==> config.mk <==
export PLATFORM = sky130hd
export DESIGN_NAME = telemetry_tlv_report_parser_flat
export DESIGN_NICKNAME = d
export VERILOG_FILES = /design/src/ttrp_pkg.sv /design/src/ttrp_if.sv /design/src/telemetry_tlv_report_parser.sv /design/src/ttrp_front.sv /design/src/ttrp_job_fifo.sv /design/src/ttrp_back.sv /design/src/flat_wrapper.sv
export SDC_FILE = /design/constraint.sdc
export NUM_CORES = 1
export LEC_CHECK = 0
export ABC_AREA = 0
export ABC_CLOCK_PERIOD_IN_PS = 26300
export BUFFER_PORTS_ARGS = -buffer_cell sky130_fd_sc_hd__buf_2
export CAP_MARGIN = 25
export CORE_UTILIZATION = 30
export CTS_BUF_LIST = sky130_fd_sc_hd__clkbuf_4 sky130_fd_sc_hd__clkbuf_8 sky130_fd_sc_hd__clkbuf_16
export DETAILED_ROUTE_END_ITERATION = 7
export GPL_TIMING_DRIVEN = 0
export PLACE_DENSITY = 0.41
export SYNTH_ARGS = -nofsm -noshare
export SYNTH_HDL_FRONTEND = slang
export SYNTH_HIERARCHICAL = 1
export SYNTH_SLANG_ARGS = --single-unit
==> constraint.sdc <==
create_clock -name clk -period 26.3 [get_ports clk]
set_input_delay 2.63 -clock clk [delete_from_list [all_inputs] [get_ports clk]]
set_output_delay 2.63 -clock clk [all_outputs]
set_load 0.005 [all_outputs]
==> src/ttrp_pkg.sv <==
// Shared types, constants and the id table of the telemetry report parser.
// Used by the front parser, the job queue, the back emitter and the top level.
package ttrp_pkg;

	localparam int MaxElements = 5;
	localparam int BufDepth    = 4 * MaxElements;
	localparam int MultiCount  = (5 <= MaxElements) ? 5 : MaxElements;
	localparam int CntW        = $clog2(MultiCount + 1);
	localparam int VcW         = $clog2(BufDepth + 1);
	localparam int BufIdxW     = $clog2(BufDepth);
	localparam int WordIdxW    = $clog2(MaxElements);
	localparam int QueueDepth  = 2;
	localparam int QPtrW       = $clog2(QueueDepth);
	localparam int QCntW       = $clog2(QueueDepth + 1);

	localparam logic [7:0] SubOpcode     = 8'h03;
	localparam logic [7:0] EvTypeReset   = 8'h05;
	localparam logic [7:0] IdEventType   = 8'h01;
	localparam logic [7:0] IdAclHandle   = 8'h4a;
	localparam logic [7:0] IdScoHandle   = 8'h6a;
	localparam logic [7:0] IdWordFirst   = 8'h4b;
	localparam logic [7:0] IdWordLast    = 8'h60;
	localparam logic [7:0] IdScoFirst    = 8'h6b;
	localparam logic [7:0] IdScoLast     = 8'h6e;
	localparam logic [7:0] IdMultiFirst  = 8'h6f;
	localparam logic [7:0] IdMultiLast   = 8'h74;
	localparam logic [7:0] IdTailFirst   = 8'h75;
	localparam logic [7:0] IdTailLast    = 8'h78;

	typedef enum logic [2:0] {
		PH_HEADER,
		PH_ID,
		PH_LEN,
		PH_VALUE,
		PH_SKIP
	} phase_t;

	typedef enum logic [2:0] {
		ST_OK      = 3'd0,
		ST_OPCODE  = 3'd1,
		ST_UNKNOWN = 3'd2,
		ST_LENGTH  = 3'd3,
		ST_TRUNC   = 3'd4,
		ST_EVTYPE  = 3'd5
	} status_t;

	typedef enum logic [1:0] {
		LINK_NONE = 2'd0,
		LINK_ACL  = 2'd1,
		LINK_SCO  = 2'd2
	} link_t;

	typedef enum logic {
		KIND_ELEMENT = 1'b0,
		KIND_STATUS  = 1'b1
	} kind_t;

	// Element size in bytes (0 for an unknown id) and element count.
	typedef struct packed {
		logic [2:0]      size;
		logic [CntW-1:0] count;
	} tlv_shape_t;

	// One unit of work handed from the parser to the emitter: the elements
	// of a finished TLV, an end-of-report status, or both.
	typedef struct packed {
		logic                      has_elem;
		logic [7:0]                id;
		tlv_shape_t                shape;
		logic [BufDepth-1:0][7:0]  bytes;
		logic                      has_status;
		status_t                   status;
		link_t                     link;
	} job_t;

	function automatic tlv_shape_t lookup(logic [7:0] id);
		tlv_shape_t s;
		s.size  = 3'd0;
		s.count = '0;
		if (id == IdEventType) begin
			s.size  = 3'd1;
			s.count = CntW'(1);
		end else if (id == IdAclHandle || id == IdScoHandle) begin
			s.size  = 3'd2;
			s.count = CntW'(1);
		end else if ((id >= IdWordFirst && id <= IdWordLast) ||
				(id >= IdScoFirst && id <= IdScoLast) ||
				(id >= IdTailFirst && id <= IdTailLast)) begin
			s.size  = 3'd4;
			s.count = CntW'(1);
		end else if (id >= IdMultiFirst && id <= IdMultiLast) begin
			s.size  = 3'd4;
			s.count = CntW'(MultiCount);
		end
		return s;
	endfunction

endpackage

==> src/ttrp_if.sv <==
// Channel interfaces of the telemetry report parser: report bytes in and
// result items out. Depends on nothing but plain logic types.
interface ttrp_byte_if;
	logic       valid;
	logic       ready;
	logic [7:0] data_byte;
	logic       final_byte;

	modport source(output valid, output data_byte, output final_byte, input ready);
	modport sink(input valid, input data_byte, input final_byte, output ready);
endinterface

interface ttrp_result_if;
	logic        valid;
	logic        ready;
	logic        result_kind;
	logic [7:0]  subevent_id;
	logic [2:0]  element_index;
	logic [31:0] element_value;
	logic [2:0]  report_status;
	logic [1:0]  link_kind;
	logic        is_last;

	modport source(output valid, output result_kind, output subevent_id,
		output element_index, output element_value, output report_status,
		output link_kind, output is_last, input ready);
	modport sink(input valid, input result_kind, input subevent_id,
		input element_index, input element_value, input report_status,
		input link_kind, input is_last, output ready);
endinterface

==> src/telemetry_tlv_report_parser.sv <==
// Top level of the link-quality telemetry report parser: front parser, job
// queue and result emitter. Depends on ttrp_pkg, ttrp_if and the three units.
//
//   Channel   Dir  Handshake      Payload
//   report    in   valid/ready    data_byte[7:0], final_byte
//   result    out  valid/ready    result_kind, subevent_id, element_index,
//                                 element_value, report_status, link_kind, is_last
//   cfg       in   cfg_wen        cfg_wdata[7:0] (event type for id 0x01)
//
// One report byte is taken every cycle while the job queue has room. The
// parser finishes its work on a byte in the cycle it takes it; a finished TLV
// or end of report becomes one job in the two-entry queue.
// The emitter sends one result per cycle from its output register while the
// result channel is ready, so a job with n elements and a status gives n+1
// results; that rate sets how long the queue stays full after a multi-element TLV.
// Input stalls only when both queue entries are held; a stalled result
// register still lets the parser run until the queue fills.
// arst_n clears all framing, error and handshake state at once; the value
// buffer and payload registers are not reset and need no clearing pass.
module telemetry_tlv_report_parser import ttrp_pkg::*; (
	input  logic            clk,
	input  logic            arst_n,
	ttrp_byte_if.sink       report,
	ttrp_result_if.source   result,
	input  logic            cfg_wen,
	input  logic [7:0]      cfg_wdata
);

	logic  fq_push_valid;
	logic  fq_push_ready;
	job_t  fq_push_job;
	logic  fq_pop_valid;
	logic  fq_pop_ready;
	job_t  fq_pop_job;

	// The front end classifies each byte and hands complete work to the queue.
	ttrp_front u_front (
		.clk       (clk),
		.arst_n    (arst_n),
		.report    (report),
		.cfg_wen   (cfg_wen),
		.cfg_wdata (cfg_wdata),
		.job_valid (fq_push_valid),
		.job_ready (fq_push_ready),
		.job       (fq_push_job)
	);

	// The queue decouples the byte-rate front end from result bursts.
	ttrp_job_fifo u_fifo (
		.clk        (clk),
		.arst_n     (arst_n),
		.push_valid (fq_push_valid),
		.push_ready (fq_push_ready),
		.push_job   (fq_push_job),
		.pop_valid  (fq_pop_valid),
		.pop_ready  (fq_pop_ready),
		.pop_job    (fq_pop_job)
	);

	// The back end turns each job into one result per cycle while the result channel is ready.
	ttrp_back u_back (
		.clk       (clk),
		.arst_n    (arst_n),
		.job_valid (fq_pop_valid),
		.job_ready (fq_pop_ready),
		.job       (fq_pop_job),
		.result    (result)
	);

	// A request is only accepted when the queue can hold what it produces.
	a_no_overflow: assert property (@(posedge clk) disable iff (!arst_n)
		(report.valid && report.ready) |-> fq_push_ready)
		else $error("report request accepted while the job queue was full");

	// The status result always closes the results of its byte.
	a_status_last: assert property (@(posedge clk) disable iff (!arst_n)
		(result.valid && result.result_kind == KIND_STATUS) |-> result.is_last)
		else $error("status result without is_last");

	// Element results carry neither a status nor a link kind.
	a_elem_fields: assert property (@(posedge clk) disable iff (!arst_n)
		(result.valid && result.result_kind == KIND_ELEMENT) |->
		(result.report_status == ST_OK && result.link_kind == LINK_NONE))
		else $error("element result with status or link fields set");

	// An element never carries an index past the largest element count.
	a_elem_index: assert property (@(posedge clk) disable iff (!arst_n)
		(result.valid && result.result_kind == KIND_ELEMENT) |->
		(result.element_index < 3'(MultiCount)))
		else $error("element index out of range");

endmodule

==> src/ttrp_front.sv <==
// Parser front end: takes report bytes, tracks header and TLV framing and
// the sticky error, and pushes jobs. Depends on ttrp_pkg and ttrp_byte_if.
module ttrp_front import ttrp_pkg::*; (
	input  logic             clk,
	input  logic             arst_n,
	ttrp_byte_if.sink        report,
	input  logic             cfg_wen,
	input  logic [7:0]       cfg_wdata,
	output logic             job_valid,
	input  logic             job_ready,
	output job_t             job
);

	phase_t           phase_q, phase_d;
	logic [1:0]       hc_q, hc_d;
	logic [7:0]       tlv_id_q, tlv_id_d;
	logic [7:0]       tlv_len_q, tlv_len_d;
	logic [VcW-1:0]   vc_q, vc_d;
	status_t          err_q, err_d;
	link_t            link_q, link_d;
	logic [7:0]       evtype_q;
	logic [7:0]       buf_q [BufDepth];

	logic                      take;
	logic                      buf_wr;
	logic [BufIdxW-1:0]        wr_idx;
	logic [BufDepth-1:0][7:0]  bytes_v;
	logic [VcW-1:0]            vc_inc;
	tlv_shape_t                shape_b;
	tlv_shape_t                shape_id;
	logic [7:0]                expect_len;
	logic                      err_hit;
	status_t                   err_code;
	logic                      emit;

	assign report.ready = job_ready;
	assign take         = report.valid && job_ready;
	assign wr_idx       = vc_q[BufIdxW-1:0];
	assign vc_inc       = vc_q + VcW'(1);
	assign shape_b      = lookup(report.data_byte);
	assign shape_id     = lookup(tlv_id_q);
	assign expect_len   = 8'(shape_id.size) * 8'(shape_id.count);

	// The buffer as it stands after this byte is written.
	always_comb begin
		for (int i = 0; i < BufDepth; i++) begin
			bytes_v[i] = (buf_wr && wr_idx == BufIdxW'(i)) ? report.data_byte : buf_q[i];
		end
	end

	always_comb begin
		phase_d   = phase_q;
		hc_d      = hc_q;
		tlv_id_d  = tlv_id_q;
		tlv_len_d = tlv_len_q;
		vc_d      = vc_q;
		err_d     = err_q;
		link_d    = link_q;
		buf_wr    = 1'b0;
		err_hit   = 1'b0;
		err_code  = ST_OK;
		emit      = 1'b0;
		if (take) begin
			unique case (phase_q)
				PH_HEADER: begin
					if (hc_q < 2'd2) begin
						hc_d = hc_q + 2'd1;
						if (report.final_byte) begin
							err_hit  = 1'b1;
							err_code = ST_TRUNC;
						end
					end else begin
						hc_d = 2'd0;
						if (report.data_byte != SubOpcode) begin
							err_hit  = 1'b1;
							err_code = ST_OPCODE;
						end else begin
							phase_d = PH_ID;
						end
					end
				end
				PH_ID: begin
					tlv_id_d = report.data_byte;
					if (shape_b.size == 3'd0) begin
						err_hit  = 1'b1;
						err_code = ST_UNKNOWN;
					end else if (report.final_byte) begin
						err_hit  = 1'b1;
						err_code = ST_TRUNC;
					end else begin
						phase_d = PH_LEN;
					end
				end
				PH_LEN: begin
					tlv_len_d = report.data_byte;
					vc_d      = '0;
					if (report.data_byte != expect_len) begin
						err_hit  = 1'b1;
						err_code = ST_LENGTH;
					end else if (report.final_byte) begin
						err_hit  = 1'b1;
						err_code = ST_TRUNC;
					end else begin
						phase_d = PH_VALUE;
					end
				end
				PH_VALUE: begin
					buf_wr = (vc_q < VcW'(BufDepth));
					vc_d   = vc_inc;
					if (8'(vc_inc) >= tlv_len_q) begin
						emit    = 1'b1;
						vc_d    = '0;
						phase_d = PH_ID;
						if (tlv_id_q == IdEventType) begin
							if (bytes_v[0] != evtype_q) begin
								err_hit  = 1'b1;
								err_code = ST_EVTYPE;
							end
						end else if (tlv_id_q == IdAclHandle) begin
							link_d = LINK_ACL;
						end else if (tlv_id_q == IdScoHandle) begin
							link_d = LINK_SCO;
						end
					end else if (report.final_byte) begin
						err_hit  = 1'b1;
						err_code = ST_TRUNC;
					end
				end
				PH_SKIP: begin
				end
				default: begin
				end
			endcase
			// The first error of a report is kept; parsing stops until the end.
			if (err_hit) begin
				if (err_q == ST_OK) begin
					err_d = err_code;
				end
				phase_d = PH_SKIP;
			end
		end

		job.has_elem   = emit;
		job.id         = tlv_id_q;
		job.shape      = shape_id;
		job.bytes      = bytes_v;
		job.has_status = report.final_byte;
		job.status     = err_d;
		job.link       = link_d;
		job_valid      = take && (emit || report.final_byte);

		if (take && report.final_byte) begin
			phase_d   = PH_HEADER;
			hc_d      = 2'd0;
			tlv_id_d  = 8'd0;
			tlv_len_d = 8'd0;
			vc_d      = '0;
			err_d     = ST_OK;
			link_d    = LINK_NONE;
		end
	end

	always_ff @(posedge clk or negedge arst_n) begin
		if (!arst_n) begin
			phase_q   <= PH_HEADER;
			hc_q      <= 2'd0;
			tlv_id_q  <= 8'd0;
			tlv_len_q <= 8'd0;
			vc_q      <= '0;
			err_q     <= ST_OK;
			link_q    <= LINK_NONE;
			evtype_q  <= EvTypeReset;
		end else begin
			phase_q   <= phase_d;
			hc_q      <= hc_d;
			tlv_id_q  <= tlv_id_d;
			tlv_len_q <= tlv_len_d;
			vc_q      <= vc_d;
			err_q     <= err_d;
			link_q    <= link_d;
			if (cfg_wen) begin
				evtype_q <= cfg_wdata;
			end
		end
	end

	always_ff @(posedge clk) begin
		if (buf_wr) begin
			buf_q[wr_idx] <= report.data_byte;
		end
	end

endmodule

==> src/ttrp_job_fifo.sv <==
// Short job queue between parser and emitter, so that each side can stall
// on its own. Depends on ttrp_pkg.
module ttrp_job_fifo import ttrp_pkg::*; (
	input  logic  clk,
	input  logic  arst_n,
	input  logic  push_valid,
	output logic  push_ready,
	input  job_t  push_job,
	output logic  pop_valid,
	input  logic  pop_ready,
	output job_t  pop_job
);

	job_t              entry_q [QueueDepth];
	logic [QPtrW-1:0]  wr_ptr_q;
	logic [QPtrW-1:0]  rd_ptr_q;
	logic [QCntW-1:0]  cnt_q;
	logic              do_push;
	logic              do_pop;

	assign push_ready = (cnt_q != QCntW'(QueueDepth));
	assign pop_valid  = (cnt_q != '0);
	assign pop_job    = entry_q[rd_ptr_q];
	assign do_push    = push_valid && push_ready;
	assign do_pop     = pop_valid && pop_ready;

	always_ff @(posedge clk or negedge arst_n) begin
		if (!arst_n) begin
			wr_ptr_q <= '0;
			rd_ptr_q <= '0;
			cnt_q    <= '0;
		end else begin
			if (do_push) begin
				wr_ptr_q <= (wr_ptr_q == QPtrW'(QueueDepth - 1)) ? '0 : wr_ptr_q + QPtrW'(1);
			end
			if (do_pop) begin
				rd_ptr_q <= (rd_ptr_q == QPtrW'(QueueDepth - 1)) ? '0 : rd_ptr_q + QPtrW'(1);
			end
			if (do_push && !do_pop) begin
				cnt_q <= cnt_q + QCntW'(1);
			end else if (do_pop && !do_push) begin
				cnt_q <= cnt_q - QCntW'(1);
			end
		end
	end

	always_ff @(posedge clk) begin
		if (do_push) begin
			entry_q[wr_ptr_q] <= push_job;
		end
	end

endmodule

==> src/ttrp_back.sv <==
// Emitter back end: expands each job into its element results, its status
// result or both, one per cycle while the result channel is ready, through an
// output register. Depends on ttrp_pkg and ttrp_result_if.
module ttrp_back import ttrp_pkg::*; (
	input  logic            clk,
	input  logic            arst_n,
	input  logic            job_valid,
	output logic            job_ready,
	input  job_t            job,
	ttrp_result_if.source   result
);

	job_t                         job_q;
	logic                         active_q;
	logic [CntW-1:0]              k_q;
	logic                         out_valid_q;
	kind_t                        kind_q;
	logic [7:0]                   id_q;
	logic [2:0]                   index_q;
	logic [31:0]                  value_q;
	status_t                      status_q;
	link_t                        link_q;
	logic                         last_q;

	logic                         adv;
	logic                         in_elem;
	logic                         res_last;
	logic                         load;
	logic [MaxElements-1:0][31:0] words;
	logic [31:0]                  elem_value;

	assign words    = job_q.bytes;
	assign adv      = active_q && (!out_valid_q || result.ready);
	assign in_elem  = job_q.has_elem && (k_q < job_q.shape.count);
	assign res_last = in_elem ?
		((CntW'(k_q + CntW'(1)) == job_q.shape.count) && !job_q.has_status) : 1'b1;
	assign load      = job_valid && (!active_q || (adv && res_last));
	assign job_ready = load;

	always_comb begin
		case (job_q.shape.size)
			3'd1:    elem_value = {24'd0, job_q.bytes[0]};
			3'd2:    elem_value = {16'd0, job_q.bytes[1], job_q.bytes[0]};
			default: elem_value = words[WordIdxW'(k_q)];
		endcase
	end

	always_ff @(posedge clk or negedge arst_n) begin
		if (!arst_n) begin
			active_q    <= 1'b0;
			k_q         <= '0;
			out_valid_q <= 1'b0;
		end else begin
			if (adv) begin
				out_valid_q <= 1'b1;
			end else if (result.ready) begin
				out_valid_q <= 1'b0;
			end
			if (load) begin
				active_q <= 1'b1;
				k_q      <= '0;
			end else if (adv && res_last) begin
				active_q <= 1'b0;
			end else if (adv) begin
				k_q <= k_q + CntW'(1);
			end
		end
	end

	always_ff @(posedge clk) begin
		if (load) begin
			job_q <= job;
		end
		if (adv) begin
			last_q <= res_last;
			if (in_elem) begin
				kind_q   <= KIND_ELEMENT;
				id_q     <= job_q.id;
				index_q  <= 3'(k_q);
				value_q  <= elem_value;
				status_q <= ST_OK;
				link_q   <= LINK_NONE;
			end else begin
				kind_q   <= KIND_STATUS;
				id_q     <= 8'd0;
				index_q  <= 3'd0;
				value_q  <= 32'd0;
				status_q <= job_q.status;
				link_q   <= job_q.link;
			end
		end
	end

	assign result.valid         = out_valid_q;
	assign result.result_kind   = kind_q;
	assign result.subevent_id   = id_q;
	assign result.element_index = index_q;
	assign result.element_value = value_q;
	assign result.report_status = status_q;
	assign result.link_kind     = link_q;
	assign result.is_last       = last_q;

endmodule

==> src/flat_wrapper.sv <==
// flat-port wrapper written by rule: the top's interface ports become plain ports
module telemetry_tlv_report_parser_flat import ttrp_pkg::*;
  (clk, arst_n, cfg_wen, cfg_wdata, report_valid, report_data_byte, report_final_byte, report_ready, result_valid, result_result_kind, result_subevent_id, result_element_index, result_element_value, result_report_status, result_link_kind, result_is_last, result_ready);
  ttrp_byte_if report_i ();
  ttrp_result_if result_i ();
  input  logic clk;
  input  logic arst_n;
  input  logic cfg_wen;
  input  logic [7:0] cfg_wdata;
  input wire logic [$bits(report_i.valid)-1:0] report_valid;
  input wire logic [$bits(report_i.data_byte)-1:0] report_data_byte;
  input wire logic [$bits(report_i.final_byte)-1:0] report_final_byte;
  output wire logic [$bits(report_i.ready)-1:0] report_ready;
  output wire logic [$bits(result_i.valid)-1:0] result_valid;
  output wire logic [$bits(result_i.result_kind)-1:0] result_result_kind;
  output wire logic [$bits(result_i.subevent_id)-1:0] result_subevent_id;
  output wire logic [$bits(result_i.element_index)-1:0] result_element_index;
  output wire logic [$bits(result_i.element_value)-1:0] result_element_value;
  output wire logic [$bits(result_i.report_status)-1:0] result_report_status;
  output wire logic [$bits(result_i.link_kind)-1:0] result_link_kind;
  output wire logic [$bits(result_i.is_last)-1:0] result_is_last;
  input wire logic [$bits(result_i.ready)-1:0] result_ready;
  assign report_i.valid = report_valid;
  assign report_i.data_byte = report_data_byte;
  assign report_i.final_byte = report_final_byte;
  assign report_ready = report_i.ready;
  assign result_valid = result_i.valid;
  assign result_result_kind = result_i.result_kind;
  assign result_subevent_id = result_i.subevent_id;
  assign result_element_index = result_i.element_index;
  assign result_element_value = result_i.element_value;
  assign result_report_status = result_i.report_status;
  assign result_link_kind = result_i.link_kind;
  assign result_is_last = result_i.is_last;
  assign result_i.ready = result_ready;
  telemetry_tlv_report_parser u_core (.clk(clk), .arst_n(arst_n), .report(report_i), .result(result_i), .cfg_wen(cfg_wen), .cfg_wdata(cfg_wdata));
endmodule
==> metrics <==
Final Hold Vio Count 0; top cell type's share of synthesized area just over 70%; register area share after synthesis approximately 75%; ys async rst share 5.99%; Relative slew margins between 20% and 30%; via/cell ratio 4.72; Max Fclk roughly 160 MHz; Initial Util 30.4%; total wire length 87400 um; fin cells 3487; Area growth, synth to finish 18.5%; fin crit share between 20% and 30%; Die X 326 um; Initial DRC Count 1498; Worst Hold Class register to register; Post-Syn Area 31600 sq um; H-tree levels 3; WP data arrival ~6.5 ns; post-CTS sizing 0; GP Congestion 0.771; DR pass1 iterations 5; synthesis-stage register bit count 801; area of the multi-input gates 7020 sq um; Vias approximately 16000; endpoint class of the critical path register; share of layout cells above drive strength 1 around 28%; maxcap violations 0; Power Internal 0.00297 W; leak pwr 13.1 nW; fin crit period 6.08 ns; crit-path max FO 22; Cell Count Post-Placement 3318; top post-synthesis cells by count 753 x edfxtp_1, 255 x mux2_2, 180 x nand2_1; Net Sw Power 0.00124 W; vias in the first global route 16900; Post-synth EDFFs 753; Synth area leader edfxtp_1; GRT overflow 0; Synth Flop Type edfxtp_1; Die ar. 107000 sq um; Boundary Pins 74; Slew @ Worst Pin 1.10 ns; Net count, final 2072; setup TNS 0 ns; sequential share of power 45.3%; unrepaired setup endpoints after global routing no; first-pass GRT wire length about 120000 um; Combinational Power Share 23.9%; worst vdd ir 51.2 uV; Post-Syn Instances 1829; pwr dens approximately 110 nW/um^2; Die Ht 326 um; top post-synthesis cells by area edfxtp_1 72%, mux2_2 9.1%, dfrtp_1 3.6%; post-detail-place hpwl approximately 57000 um; Routed Antenna Nets 0; Max Slew Vio Count 0; clock share of power 30.8%; fillers 9871; All-Layer GR Usage between 10% and 20%; port bufs 72; Storage cell area 23800 sq um; WP data required 26.68 ns; core footprint between 100000 and 150000 sq um; # DRC 0; number of antenna violations at the first check in global routing 6; # clock sinks roughly 800; Startpoint Class primary input; yosys warns 6; switching portion of total power 29.4%; most frequent cell after synthesis edfxtp_1; hold_buf cts 0; kind of critical path primary input to register; Post-CTS Repair Setup Buffers 0; CTS root buf clkbuf_16; worst skew pair latency about 0.66 ns; Setup violations, final 0; largest net degree at the start of global routing 49; Longest Clk Path Bufs 3; count of cell types in the netlist 73; # rows 118; post-route clock skew between 0.03 and 0.04 ns; CTS tree done; WL/cell roughly 25 um; clk slew on worst S/H paths 0.06 ns; outcome finished clean; cts bufs inserted 92; Mean Syn Cell Area 17.3 sq um
==> cell families after synthesis <==
kind of cell	after synthesis	synth area share (%)
mux	291	11.5
fa+ha+maj	18	0.713
simple gates	323	4.82
flops	801	75.4
buf+inv	146	2.44
other cells	1	0.0119
compound gates	232	4.60
xor+xnor	17	0.519
==> metrics by stage <==
step	power [W]	worst slack [ns]	hold slack [ns]	util (%)	area, sq um
floorplan	0.00252	14.69	0.450	-	31600
global placement	0.00297	6.88	0.464	32.4	33700
detailed placement	0.00296	19.54	0.474	33.1	34400
CTS	0.00428	20.24	0.487	36.0	37400
global route	0.00440	20.14	0.525	36.0	37400
finish	0.00421	20.22	0.487	36.0	37400
==> layout make-up <==
cell class,count,area share (%)
Sequential cell,801,63.6
Multi-Input combinational cell,884,18.8
Clock buffer,125,7.00
Tap cell,1380,4.61
Timing Repair Buffer,107,2.79
Buffer,94,1.55
Clock inverter,42,1.13
Inverter,52,0.521
Antenna cell,2,0.0134
==> routing by layer <==
metal  routed length, um  share of wire, %  vias to the layer above  track usage (%)
met4                1590               1.8                        0             4.27
met2               41900                48                      359             26.8
met5                   0                 0                        -                0
li1                    -                 -                     7441                -
met3                3660               4.2                      106             2.54
met1               40300                46                     8569             22.7
==> registers in the layout, indices dropped and copies added (netlist names), 2 cells and up <==
register and cells:
u_core/u_back/job_q 181, u_core/u_back/k_q 3, u_core/u_back/result.element_index 3, u_core/u_back/result.element_value 32, u_core/u_back/result.link_kind 2, u_core/u_back/result.report_status 3
u_core/u_back/result.subevent_id 8, u_core/u_fifo/cnt_q 2, u_core/u_fifo/entry_q 362, u_core/u_front/buf_q 160, u_core/u_front/err_q 3, u_core/u_front/evtype_q 8
u_core/u_front/hc_q 2, u_core/u_front/link_q 2, u_core/u_front/phase_q 3, u_core/u_front/tlv_id_q 8, u_core/u_front/tlv_len_q 8, u_core/u_front/vc_q 5
==> worst paths after layout <==
path / start / to / slack [ns] / cells past startpoint
setup / recovery: report_data_byte[4] / u_core/u_fifo/entry_q[0][4] / 20.22 / 9
hold / removal: u_core/u_front/tlv_len_q[2] / u_core/u_front/tlv_len_q[2] / 0.49 / 2
setup reg to reg: u_core/u_front/vc_q[0] / u_core/u_fifo/entry_q[0][149] / 21.40 / 15
hold reg to reg: u_core/u_front/tlv_len_q[2] / u_core/u_front/tlv_len_q[2] / 0.49 / 2
max in group asynchronous: arst_n / u_core/u_back/active_q / 23.84 / 2
min in group asynchronous: arst_n / u_core/u_front/err_q[1] / 1.92 / 1
==> worst max-delay path: stages <==
cell and delay, ns:
buf_2 0.70, clkbuf_1 0.88, inv_1 0.77, a22oi_1 0.33, and4_1 0.22, o2111ai_1 0.17
o22ai_1 0.25, nor3_1 0.09, or3_1 0.37
==> cell usage in the layout (no fill, tap or decap), types with 28 or more instances in the layout <==
cell type / netlist / final
nor2_1: 34 / 33
mux4_2: 32 / 32
mux2_2: 255 / 255
o21ai_0: 121 / 121
a22oi_1: 35 / 35
inv_1: 50 / 50
clkbuf_4: 0 / 28
dfrtp_1: 46 / 46
clkbuf_16: 0 / 95
clkbuf_1: 59 / 57
nand2_1: 180 / 180
buf_2: 10 / 83
edfxtp_1: 753 / 753
==> power by group through the flow <==
stage	logic, W	registers, W	clock network, W
2_1_floorplan	0.000582	0.00193	0
3_3_place_gp	0.000950	0.00202	0
3_5_place_dp	0.00103	0.00193	0
4_1_cts	0.00104	0.00191	0.00133
5_1_grt	0.00109	0.00194	0.00138
6_report	0.00101	0.00191	0.00129
(Power assumes the default switching activity.)
